<file path="src/hw/rtl/rvs_pkg.sv">
// ---------------------------------------------------------------------------
// rvs_pkg
// Types and constants of the revolver thread scheduler: thread modes, action
// codes, idle causes, payload structs and controller commands.
// ---------------------------------------------------------------------------
package rvs_pkg;

   localparam int NUM_THREADS = 16;
   localparam int GAP_BITS    = 8;

   localparam int ID_W   = 4;
   localparam int CNT_W  = 5;
   localparam int GAP_W  = 8;
   localparam int CMP_W  = (GAP_BITS > GAP_W) ? GAP_BITS : GAP_W;

   localparam logic [GAP_W-1:0] GAP_RESET = 8'd11;

   localparam int CSR_ADDR_W = 2;
   localparam int CSR_DATA_W = 32;
   localparam logic [CSR_ADDR_W-1:0] CSR_GAP_ADDR = 2'd0;

   localparam logic [1:0] CAUSE_NONE    = 2'd0;
   localparam logic [1:0] CAUSE_BLOCKED = 2'd1;
   localparam logic [1:0] CAUSE_OTHER   = 2'd2;

   typedef enum logic [2:0] {
      ACT_SCHEDULE = 3'd0,
      ACT_TICK     = 3'd1,
      ACT_BOOT     = 3'd2,
      ACT_SLEEP    = 3'd3,
      ACT_BLOCK    = 3'd4,
      ACT_AWAKE    = 3'd5,
      ACT_SHUTDOWN = 3'd6
   } action_type;

   typedef enum logic [2:0] {
      MODE_EMBRYO   = 3'd0,
      MODE_RUNNABLE = 3'd1,
      MODE_SLEEP    = 3'd2,
      MODE_BLOCK    = 3'd3,
      MODE_ZOMBIE   = 3'd4
   } mode_type;

   typedef enum logic [1:0] {
      ST_IDLE,
      ST_EXEC,
      ST_HOLD
   } ctrl_state_type;

   typedef struct packed {
      logic [2:0]      action;
      logic [ID_W-1:0] thread_id;
   } req_type;

   typedef struct packed {
      logic             grant_valid;
      logic [ID_W-1:0]  grant_thread;
      logic [1:0]       idle_cause;
      logic             bad_transition;
      logic [CNT_W-1:0] runnable_count;
   } rsp_type;

   typedef struct packed {
      logic capture;
      logic execute;
   } dp_cmd_type;

endpackage

</file>
<file path="src/hw/rtl/revolver_thread_scheduler.sv">
// ---------------------------------------------------------------------------
// revolver_thread_scheduler
// Round-robin issue scheduler for up to 16 hardware threads.
// ---------------------------------------------------------------------------
// Each accepted item gives exactly one result item. An item is taken in one
// cycle, executed against the thread table in the next, and its result is
// shown from the cycle after that until taken, set by the controller's
// capture, execute and present sequence. The block takes no new item while
// an item is executed or while its result is waiting.
// The gap register sits at address 0; writes are taken at any time.
module revolver_thread_scheduler (
   input  logic                             clock,
   input  logic                             reset,
   input  logic                             req_valid,
   output logic                             req_stall,
   input  rvs_pkg::req_type                 req_data,
   output logic                             rsp_valid,
   input  logic                             rsp_stall,
   output rvs_pkg::rsp_type                 rsp_data,
   input  logic                             psel,
   input  logic                             penable,
   input  logic                             pwrite,
   input  logic [rvs_pkg::CSR_ADDR_W-1:0]   paddr,
   input  logic [rvs_pkg::CSR_DATA_W-1:0]   pwdata,
   output logic [rvs_pkg::CSR_DATA_W-1:0]   prdata,
   output logic                             pready
);

   rvs_pkg::dp_cmd_type       cmd;
   logic                      gap_wr;
   logic [rvs_pkg::GAP_W-1:0] gap;

   assign pready = 1'b1;
   assign gap_wr = psel && penable && pwrite && (paddr == rvs_pkg::CSR_GAP_ADDR);
   assign prdata = (paddr == rvs_pkg::CSR_GAP_ADDR) ? rvs_pkg::CSR_DATA_W'(gap) : '0;

   rvs_ctrl u_ctrl (
      .clock     (clock),
      .reset     (reset),
      .req_valid (req_valid),
      .req_stall (req_stall),
      .rsp_valid (rsp_valid),
      .rsp_stall (rsp_stall),
      .cmd       (cmd)
   );

   rvs_dp u_dp (
      .clock     (clock),
      .reset     (reset),
      .cmd       (cmd),
      .req_data  (req_data),
      .gap_wr    (gap_wr),
      .gap_wdata (pwdata[rvs_pkg::GAP_W-1:0]),
      .gap       (gap),
      .rsp_data  (rsp_data)
   );

endmodule

</file>
<file path="src/hw/rtl/rvs_ctrl.sv">
// ---------------------------------------------------------------------------
// rvs_ctrl
// Controller: takes one item, has the datapath execute it, then presents the
// result until the consumer takes it.
// ---------------------------------------------------------------------------
module rvs_ctrl (
   input  logic                clock,
   input  logic                reset,
   input  logic                req_valid,
   output logic                req_stall,
   output logic                rsp_valid,
   input  logic                rsp_stall,
   output rvs_pkg::dp_cmd_type cmd
);

   rvs_pkg::ctrl_state_type state_ff, state_in;

   always_ff @(posedge clock) begin
      if (reset) begin
         state_ff <= rvs_pkg::ST_IDLE;
      end else begin
         state_ff <= state_in;
      end
   end

   always_comb begin
      state_in    = state_ff;
      req_stall   = 1'b1;
      rsp_valid   = 1'b0;
      cmd.capture = 1'b0;
      cmd.execute = 1'b0;
      unique case (state_ff)
         rvs_pkg::ST_IDLE: begin
            req_stall   = 1'b0;
            cmd.capture = req_valid;
            if (req_valid) begin
               state_in = rvs_pkg::ST_EXEC;
            end
         end
         rvs_pkg::ST_EXEC: begin
            cmd.execute = 1'b1;
            state_in    = rvs_pkg::ST_HOLD;
         end
         rvs_pkg::ST_HOLD: begin
            rsp_valid = 1'b1;
            if (!rsp_stall) begin
               state_in = rvs_pkg::ST_IDLE;
            end
         end
         default: begin
            state_in = rvs_pkg::ST_IDLE;
         end
      endcase
   end

endmodule

</file>
<file path="src/hw/rtl/rvs_dp.sv">
// ---------------------------------------------------------------------------
// rvs_dp
// Datapath: thread modes, issue counters, rotation pointer, gap register,
// runnable count, and the round-robin pick over eligible threads.
// ---------------------------------------------------------------------------
module rvs_dp (
   input  logic                          clock,
   input  logic                          reset,
   input  rvs_pkg::dp_cmd_type           cmd,
   input  rvs_pkg::req_type              req_data,
   input  logic                          gap_wr,
   input  logic [rvs_pkg::GAP_W-1:0]     gap_wdata,
   output logic [rvs_pkg::GAP_W-1:0]     gap,
   output rvs_pkg::rsp_type              rsp_data
);

   localparam int N    = rvs_pkg::NUM_THREADS;
   localparam int ID_W = rvs_pkg::ID_W;

   rvs_pkg::mode_type            mode_ff  [N];
   rvs_pkg::mode_type            mode_in  [N];
   logic [rvs_pkg::GAP_BITS-1:0] since_ff [N];
   logic [rvs_pkg::GAP_BITS-1:0] since_in [N];
   logic [ID_W-1:0]              start_ff, start_in;
   logic [rvs_pkg::GAP_W-1:0]    gap_ff;
   logic [rvs_pkg::CNT_W-1:0]    run_cnt_ff, run_cnt_in;
   rvs_pkg::req_type             item_ff;
   rvs_pkg::rsp_type             rsp_ff, rsp_in;

   logic [N-1:0]    ready_vec;
   logic [N-1:0]    blk_vec;
   logic [2*N-1:0]  ready_dbl;
   logic [N-1:0]    window;
   logic            found;
   logic [ID_W-1:0] offset;
   logic [ID_W:0]   pick_sum;
   logic [ID_W-1:0] pick_idx;
   logic [ID_W:0]   pick_inc;

   logic              in_range;
   rvs_pkg::mode_type cur_mode, new_mode;
   logic              legal;

   // eligibility of each thread
   always_comb begin
      for (int i = 0; i < N; i++) begin
         ready_vec[i] = (rvs_pkg::CMP_W'(since_ff[i]) >= rvs_pkg::CMP_W'(gap_ff))
                        && (mode_ff[i] == rvs_pkg::MODE_RUNNABLE);
         blk_vec[i]   = (rvs_pkg::CMP_W'(since_ff[i]) >= rvs_pkg::CMP_W'(gap_ff))
                        && (mode_ff[i] == rvs_pkg::MODE_BLOCK);
      end
   end

   // rotate so the scan starts at the pointer, then take the lowest hit
   assign ready_dbl = {ready_vec, ready_vec};
   assign window    = N'(ready_dbl >> start_ff);

   always_comb begin
      found  = 1'b0;
      offset = '0;
      for (int k = 0; k < N; k++) begin
         if (window[k] && !found) begin
            found  = 1'b1;
            offset = ID_W'(k);
         end
      end
   end

   always_comb begin
      pick_sum = {1'b0, start_ff} + {1'b0, offset};
      if (pick_sum >= (ID_W+1)'(N)) begin
         pick_sum = pick_sum - (ID_W+1)'(N);
      end
      pick_idx = pick_sum[ID_W-1:0];
      pick_inc = {1'b0, pick_idx} + (ID_W+1)'(1);
      if (pick_inc == (ID_W+1)'(N)) begin
         pick_inc = '0;
      end
   end

   // mode change legality
   assign in_range = {1'b0, item_ff.thread_id} < (ID_W+1)'(N);
   assign cur_mode = in_range ? mode_ff[item_ff.thread_id] : rvs_pkg::MODE_EMBRYO;

   always_comb begin
      legal    = 1'b0;
      new_mode = cur_mode;
      case (item_ff.action)
         rvs_pkg::ACT_BOOT: begin
            legal    = (cur_mode == rvs_pkg::MODE_EMBRYO) ||
                       (cur_mode == rvs_pkg::MODE_ZOMBIE);
            new_mode = rvs_pkg::MODE_RUNNABLE;
         end
         rvs_pkg::ACT_SLEEP: begin
            legal    = (cur_mode == rvs_pkg::MODE_RUNNABLE);
            new_mode = rvs_pkg::MODE_SLEEP;
         end
         rvs_pkg::ACT_BLOCK: begin
            legal    = (cur_mode == rvs_pkg::MODE_RUNNABLE);
            new_mode = rvs_pkg::MODE_BLOCK;
         end
         rvs_pkg::ACT_AWAKE: begin
            legal    = (cur_mode == rvs_pkg::MODE_EMBRYO) ||
                       (cur_mode == rvs_pkg::MODE_SLEEP) ||
                       (cur_mode == rvs_pkg::MODE_BLOCK);
            new_mode = rvs_pkg::MODE_RUNNABLE;
         end
         rvs_pkg::ACT_SHUTDOWN: begin
            legal    = (cur_mode == rvs_pkg::MODE_SLEEP);
            new_mode = rvs_pkg::MODE_ZOMBIE;
         end
         default: begin
            legal = 1'b0;
         end
      endcase
      legal = legal && in_range;
   end

   // next state and result of the held item
   always_comb begin
      for (int i = 0; i < N; i++) begin
         mode_in[i]  = mode_ff[i];
         since_in[i] = since_ff[i];
      end
      start_in   = start_ff;
      run_cnt_in = run_cnt_ff;
      rsp_in     = '0;
      case (item_ff.action)
         rvs_pkg::ACT_SCHEDULE: begin
            if (found) begin
               since_in[pick_idx] = '0;
               start_in           = pick_inc[ID_W-1:0];
               rsp_in.grant_valid  = 1'b1;
               rsp_in.grant_thread = pick_idx;
               rsp_in.idle_cause   = rvs_pkg::CAUSE_NONE;
            end else begin
               rsp_in.idle_cause = (|blk_vec) ? rvs_pkg::CAUSE_BLOCKED
                                              : rvs_pkg::CAUSE_OTHER;
            end
         end
         rvs_pkg::ACT_TICK: begin
            for (int i = 0; i < N; i++) begin
               if (since_ff[i] != '1) begin
                  since_in[i] = since_ff[i] + rvs_pkg::GAP_BITS'(1);
               end
            end
         end
         rvs_pkg::ACT_BOOT, rvs_pkg::ACT_SLEEP, rvs_pkg::ACT_BLOCK,
         rvs_pkg::ACT_AWAKE, rvs_pkg::ACT_SHUTDOWN: begin
            rsp_in.bad_transition = !legal;
            if (legal) begin
               mode_in[item_ff.thread_id] = new_mode;
               // track runnable count as threads enter and leave the mode
               if (new_mode == rvs_pkg::MODE_RUNNABLE) begin
                  run_cnt_in = run_cnt_ff + rvs_pkg::CNT_W'(1);
               end else if (cur_mode == rvs_pkg::MODE_RUNNABLE) begin
                  run_cnt_in = run_cnt_ff - rvs_pkg::CNT_W'(1);
               end
            end
         end
         default: begin
            rsp_in = '0;
         end
      endcase
      rsp_in.runnable_count = run_cnt_in;
   end

   always_ff @(posedge clock) begin
      if (reset) begin
         for (int i = 0; i < N; i++) begin
            mode_ff[i]  <= rvs_pkg::MODE_EMBRYO;
            since_ff[i] <= '0;
         end
         start_ff   <= '0;
         run_cnt_ff <= '0;
         gap_ff     <= rvs_pkg::GAP_RESET;
      end else begin
         if (cmd.execute) begin
            for (int i = 0; i < N; i++) begin
               mode_ff[i]  <= mode_in[i];
               since_ff[i] <= since_in[i];
            end
            start_ff   <= start_in;
            run_cnt_ff <= run_cnt_in;
         end
         if (gap_wr) begin
            gap_ff <= gap_wdata;
         end
      end
   end

   always_ff @(posedge clock) begin
      if (cmd.capture) begin
         item_ff <= req_data;
      end
      if (cmd.execute) begin
         rsp_ff <= rsp_in;
      end
   end

   assign gap      = gap_ff;
   assign rsp_data = rsp_ff;

endmodule

</file>
<file path="config.mk">
export PLATFORM = sky130hd
export DESIGN_NAME = revolver_thread_scheduler
export DESIGN_NICKNAME = d
export VERILOG_FILES = /design/src/hw/rtl/rvs_pkg.sv /design/src/hw/rtl/revolver_thread_scheduler.sv /design/src/hw/rtl/rvs_ctrl.sv /design/src/hw/rtl/rvs_dp.sv
export SDC_FILE = /design/constraint.sdc
export NUM_CORES = 1
export LEC_CHECK = 0
export ABC_AREA = 1
export BUFFER_PORTS_ARGS = -buffer_cell sky130_fd_sc_hd__buf_2
export CELL_PAD_IN_SITES_DETAIL_PLACEMENT = 1
export CELL_PAD_IN_SITES_GLOBAL_PLACEMENT = 2
export CORE_ASPECT_RATIO = 0.8
export CORE_UTILIZATION = 37
export DETAILED_ROUTE_END_ITERATION = 12
export GPL_TIMING_DRIVEN = 0
export PLACE_DENSITY_LB_ADDON = 0.25
export SLEW_MARGIN = 20
export SYNTH_ARGS = -nofsm -noshare
export SYNTH_HDL_FRONTEND = slang
export SYNTH_SLANG_ARGS = --single-unit
</file>
<file path="constraint.sdc">
create_clock -name clock -period 6.3 [get_ports clock]
set_input_delay 0.315 -clock clock [delete_from_list [all_inputs] [get_ports clock]]
set_output_delay 0.315 -clock clock [all_outputs]
set_load 0.01 [all_outputs]
</file>
**Yosys cells after proc, flatten, opt, wreduce, memory -nomap -nowiden**

Memory sizes are Yosys's and may differ from the RTL's. A register that Yosys moved wholly into a read port is not among the register bits.
Cells that the tools add are included.

- Bits in latches: 0
- Input port bits: 48
- Memory bits (read-only): 0
- Output and inout port bits: 48
- Bits in registers: 39
- Memories kept: 2
- Logic and storage cells: 352
- Memory bits (writable): 176

- Bitwise operators: 37
- Reduce and logical (&&, ||, !) cells: 83
- Add/subtract/negate cells: 21
- Muxes and demuxes: 112
- $lt $le $gt $ge: 21
- Shift operators: 1
- Divide/modulo/power cells: 0
- Eq/ne operators: 64
- Multipliers: 0

Memories:

| memory | words | bits a word | read ports | clocked after Yosys merged registers in | wr ports | line | text |
|---|---|---|---|---|---|---|---|
| u_dp.since_ff | 16 | 8 | 16 | 0 | 16 | rvs_dp.sv:22 | `logic [rvs_pkg::GAP_BITS-1:0] since_ff [N];` |
| u_dp.mode_ff | 16 | 3 | 17 | 1 | 16 | rvs_dp.sv:20 | `rvs_pkg::mode_type mode_ff [N];` |

Operators with widths:

| kind | count |
|---|---|
| $mux 8 | 34 |
| $pmux 128 s2 | 1 |
| $add 8x1->8 const B | 16 |
| $and 128x128->128 | 1 |
| $ge 8x8->1 | 16 |
| $mux 128 | 1 |
| $ne 8x8->1 const B | 16 |
| $not 128->128 | 1 |
| $mux 48 | 2 |
| $mux 3 | 21 |
| $eq 3x2->1 const B | 20 |
| $eq 3x1->1 const B | 19 |
| $logic_and 1x1->1 | 52 |
| $bwmux 48 | 1 |
| $mux 4 | 11 |
| $demux 8 s4 | 1 |
| $or 1x1->1 | 32 |
| $shr 32x4->16 | 1 |
| $mux 1 | 26 |
| $mux 5 | 5 |
| $logic_not 1->1 | 16 |
| $reduce_or 16->1 | 1 |
| $ge 5x5->1 const B | 3 |
| $demux 3 s4 | 1 |
| 24 further kinds | 41 |

**Longest topological paths before layout**

An unclocked memory read counts as a cell.

- Depth in word-level cells: 63
- Mapped depth: 36
- Mapped depth without buffers: 35

**Hierarchy**

A second synthesis with hierarchy kept.

- Cells, all modules: 2,363
- Area, all modules: 17,704.5 sq um

By module, submodules not included:

| module | instances | area an instance (sq um) | cells each | seq. area each (sq um) |
|---|---|---|---|---|
| rvs_dp | 1 | 17,307.8 | 2,301 | 6,306.0 |
| revolver_thread_scheduler | 1 | 285.3 | 48 | 0.0 |
| rvs_ctrl | 1 | 111.4 | 14 | 40.0 |

**Least setup slack after synthesis**

No wires, ideal clock.

- Path kind: flip-flop to flip-flop
- From: reg u_dp.gap_ff, in the netlist u_dp.gap[3]
- To: mem u_dp.since_ff[11][7] (netlist name) (data pin)
- Setup time: 0.261 ns
- Path buffers: 0
- Required time: 6.039 ns
- Clock period less this slack: 4.629 ns
- Path slack: 1.671 ns
- Arrival: 4.368 ns
- Stages on the path, launching flop included: 34
- Cell sequence: dfxtp_1 inv_1 ha_1 nand2_1 nor2_1 nor2_1 nand2_1 nand2_1 nand2_1 nand3_1 nand3_1 nand3_1 nand3_1 nand2_2 nand2_1 nor2_2 nand4_2 nor2_2 nand4_2 nor3_2 nand2_1 nor2_1 nand2_1 nand3_1 ha_1 inv_1 fa_1 inv_1 ha_1 inv_1 nor2_1 nand3_2 o21ai_0 a21oi_1

RTL lines:

| what | line | text |
|---|---|---|
| from (decl) | rvs_dp.sv:25 | `logic [rvs_pkg::GAP_W-1:0] gap_ff;` |
| from (signal assigned) | rvs_dp.sv:176 | `gap_ff <= rvs_pkg::GAP_RESET;` |
| from (signal assigned) | rvs_dp.sv:187 | `gap_ff <= gap_wdata;` |
| to (decl) | rvs_dp.sv:22 |  |

==> impl_metrics.tcl <==
set metrics [dict create \
    synth_enable_flop_cells 196 \
    whs_endpoint "u_dp.gap[5]$_SDFFE_PP0P_" \
    dp_hpwl_mm 48.6 \
    finalSetupViolations 0 \
    cp_common_cell "nand2_1" \
    cts_made_buffers 26 \
    syn2layout_area_growth_pct 12.7 \
    arrival_ps 6280 \
    drive_above_1_share_pct 7.93 \
    remaining_drc_errors 0 \
    cts_root_buf "clkbuf_16" \
    synth_cell_type_count 52 \
    cts_max_level 1 \
    avgViaCountPerCell 5.50 \
    clk_path_buf_depth 3 \
    antenna_found_initial 0 \
    ys.flop_type "edfxtp_1" \
    wl_per_cell_um 21.5 \
    grt_pass1_wl_mm 100 \
    p_switching_mw 1.62 \
    rsz0062_at_grt "no" \
    portBuffers 46 \
    critical-path-max-stage-delay_ps 590 \
    worst-path-max-fanout 18 \
    critPathKind "reg -> reg" \
    coreArea_um2 46200 \
    worstReg2RegStart "u_dp.gap[1]$_SDFFE_PP1P_" \
    slew_viol_final 0 \
    min_from "pwdata[5]" \
    hold_violations 0 \
    clock_latency_ps 570 \
    fin_cells 3058 \
    r2r-end "u_dp.since_ff[7][7]$_SDFFCE_PN0P_" \
    worst-r2r-setup-slack_ps 340 \
    pwr-share-comb_pct 26.6 \
    required_ps 6620 \
    worstMarginPinSlew_ps 1170 \
    synth-warning-count 0 \
    clkSinkCount 219 \
    initial_core_util_pct 37.9 \
    gp_congestion 0.882 \
    clockPowerShare_pct 33.6 \
    syn_avg_cell_area_um2 7.58 \
    cp-start-kind "register" \
    fin_crit_ps 5960 \
    cp-startpoint "u_dp.gap[1]$_SDFFE_PP1P_" \
    grt_pass1_vias 16800 \
    critPathCaptureType "register" \
    antenna_left 0 \
    syn_inst 2310 \
    place_area_um2 18700 \
    slowest_stage "fa_1" \
    p_sw_share_pct 35.9 \
    drt-total-wl_mm 65.6 \
    seqPwrFrac_pct 39.8 \
    fin_util_pct 42.7 \
    rr_worst_depth 33 \
    rows 70 \
    peakVddDrop_uv 168 \
    grt-ovfl-total 0 \
    vias 16800 \
    grt_max_degree 23 \
    cts_tree "built" \
    skew_ps 30.2 \
    die_y_um 197 \
    netlist_area_um2 17500 \
    leakagePower_nw 8.77 \
    p_per_area_nw_per_um2 230 \
    dieArea_um2 48200 \
    outcome "finished clean" \
    holdPathStages 3 \
    dr.pass1.iters 5 \
    nets 2629 \
    p_int_mw 2.90 \
    ys_ff_latch 219 \
    antenna_cells 0 \
    fmax_ghz 0.168 \
    grt_usage_pct 27.3 \
    p_total_mw 4.53 \
    io_pins 96 \
    final_area_um2 19700 \
    drt_iter0_markers 1250 \
    worstHoldPathType "in -> reg" \
    period_share_pct 94.5 \
    place_inst 2995 \
    maxCapViolations 0 \
    synth-seq-area-share_pct 36.3 \
    dieWidth_um 245 \
    synthArstFlopShare_pct 0 \
    slew_headroom_pct 21.9 \
    cts.clk_slew.worst_paths_ps 70 \
]
-- placed cells by master (no fill, tap or decap), types with 4 or more instances in the layout --
master,netlist,routed
nand2_1,415,413
inv_1,332,325
nand3_1,268,268
edfxtp_1,196,196
a21oi_1,191,191
nor2_1,175,173
ha_1,154,152
o21ai_0,140,137
nor3_1,80,80
buf_2,11,57
clkbuf_1,48,49
xor2_1,46,46
nand4_1,40,40
buf_4,28,33
clkbuf_16,0,26
conb_1,2,25
dfxtp_1,23,22
o21a_1,14,14
o21bai_1,12,12
nand4_2,12,12
xnor2_1,12,12
dlygate4sd3_1,0,12
clkinv_1,7,11
nor4_1,11,11
buf_1,11,11
o31ai_1,9,9
a31oi_1,9,9
clkinv_2,0,9
nand3b_1,7,7
o221ai_1,6,6
o21ai_1,5,6
nand2_2,4,6
nor2_2,4,5
inv_2,3,4
o211ai_1,4,4
inv_6,0,4
a211oi_1,4,4
-- critical path: cells and delay by family, from the launching register on --
| kind | cells | cell delay, ps |
|---|---|---|
| AO/OA/AOI/OAI | 2 | 210 |
| adder cells (fa/ha/maj) | 4 | 1320 |
| buffers and inverters | 5 | 670 |
| flip-flops | 1 | 340 |
| AND/OR/NAND/NOR | 22 | 3130 |
-- flip-flops by register name (all words and copies together) (netlist names), named ones only --
| name | cells |
|---|---|
| u_dp.since_ff | 128 |
| u_dp.mode_ff | 48 |
| u_dp.rsp_data | 13 |
| u_dp.gap | 8 |
| u_dp.item_ff | 7 |
| u_dp.run_cnt_ff | 5 |
| u_dp.start_ff | 4 |
| u_ctrl.state_ff | 2 |
-- layout make-up --
cell class	count	area, um2
fill	5739	26400
multi-input combinational	1673	9500
sequential	219	6350
inverter	342	1310
tap	612	766
clock buffer	30	676
buffer	97	499
timing repair buffer	67	470
clock inverter	18	154
-- cell families after synthesis --
| kind of cell | synth area share, % |
|---|---|
| other cells | 0.0429 |
| compound gates | 12.6 |
| flops | 36.3 |
| simple gates | 26.9 |
| fa+ha+maj | 11.1 |
| buf+inv | 10.2 |
| xor+xnor | 2.90 |
-- metal layers --
metal  part of all wire (%)  routed length, um  up-vias  global-route usage, %
li1                       -                  -     8063                      -
met1                     48              31500     8203                   39.9
met2                     43              28000      497                   41.5
met3                    6.7               4390       70                   4.40
met4                    2.7               1750        0                   7.04
met5                      0                  0        -                      0
-- how the worst max path moves through the flow --
stage / end / slack [ps]
4_1_cts: u_dp.since_ff[12][7]$_SDFFCE_PP0P_ / 90
3_5_place_dp: u_dp.since_ff[13][0]$_SDFFCE_PP0P_ / -240
2_1_floorplan: u_dp.since_ff[11][7]$_SDFFCE_PP0P_ / 1670
6_report: u_dp.since_ff[7][7]$_SDFFCE_PN0P_ / 340
5_1_grt: u_dp.since_ff[7][0]$_SDFFCE_PN0P_ / 20
3_3_place_gp: u_dp.since_ff[13][5]$_SDFFCE_PP0P_ / -610
-- metrics by stage --
| stage | hold slack (ps) | TNS (ps) | worst slack (ps) |
|---|---|---|---|
| finish | 45.5 | 0 | 344 |
| global route | 49.1 | 0 | 16.8 |
| CTS | 20.5 | 0 | 90.2 |
| detailed placement | 495 | -3940 | -239 |
| global placement | 482 | -46240 | -608 |
| floorplan | 414 | 0 | 1670 |
-- timing repair --
item,CTS,global route
endpoints found under the hold margin,16,0
pin swaps,0,5
endpoints found under the setup margin,62,111
hold buffers,12,0
buffers inserted,0,5
cloned,0,0
gates resized for setup,6,15
-- power by group through the flow --
stage	logic, mW	clock network [mW]	registers [mW]
floorplan	0.755	0	1.80
global placement	1.11	0	1.83
detailed placement	1.16	0	1.83
CTS	1.18	1.54	1.80
global route	1.32	1.59	1.82
finish	1.20	1.52	1.80
-- synth_stat cells, types with 14 or more instances --
library cell	count	area share (%)
dfxtp_1	23	2.6
nand2_1	415	8.9
edfxtp_1	196	34
a21oi_1	191	5.5
nor2_1	175	3.8
nand3_1	268	7.7
o21ai_0	140	4.0
clkbuf_1	48	1.0
xor2_1	46	2.3
nor3_1	80	2.3
nand4_1	40	1.4
ha_1	154	11
buf_4	28	1.2
o21a_1	14	0.60
inv_1	332	7.1
Power figures use the tool's default switching activity.
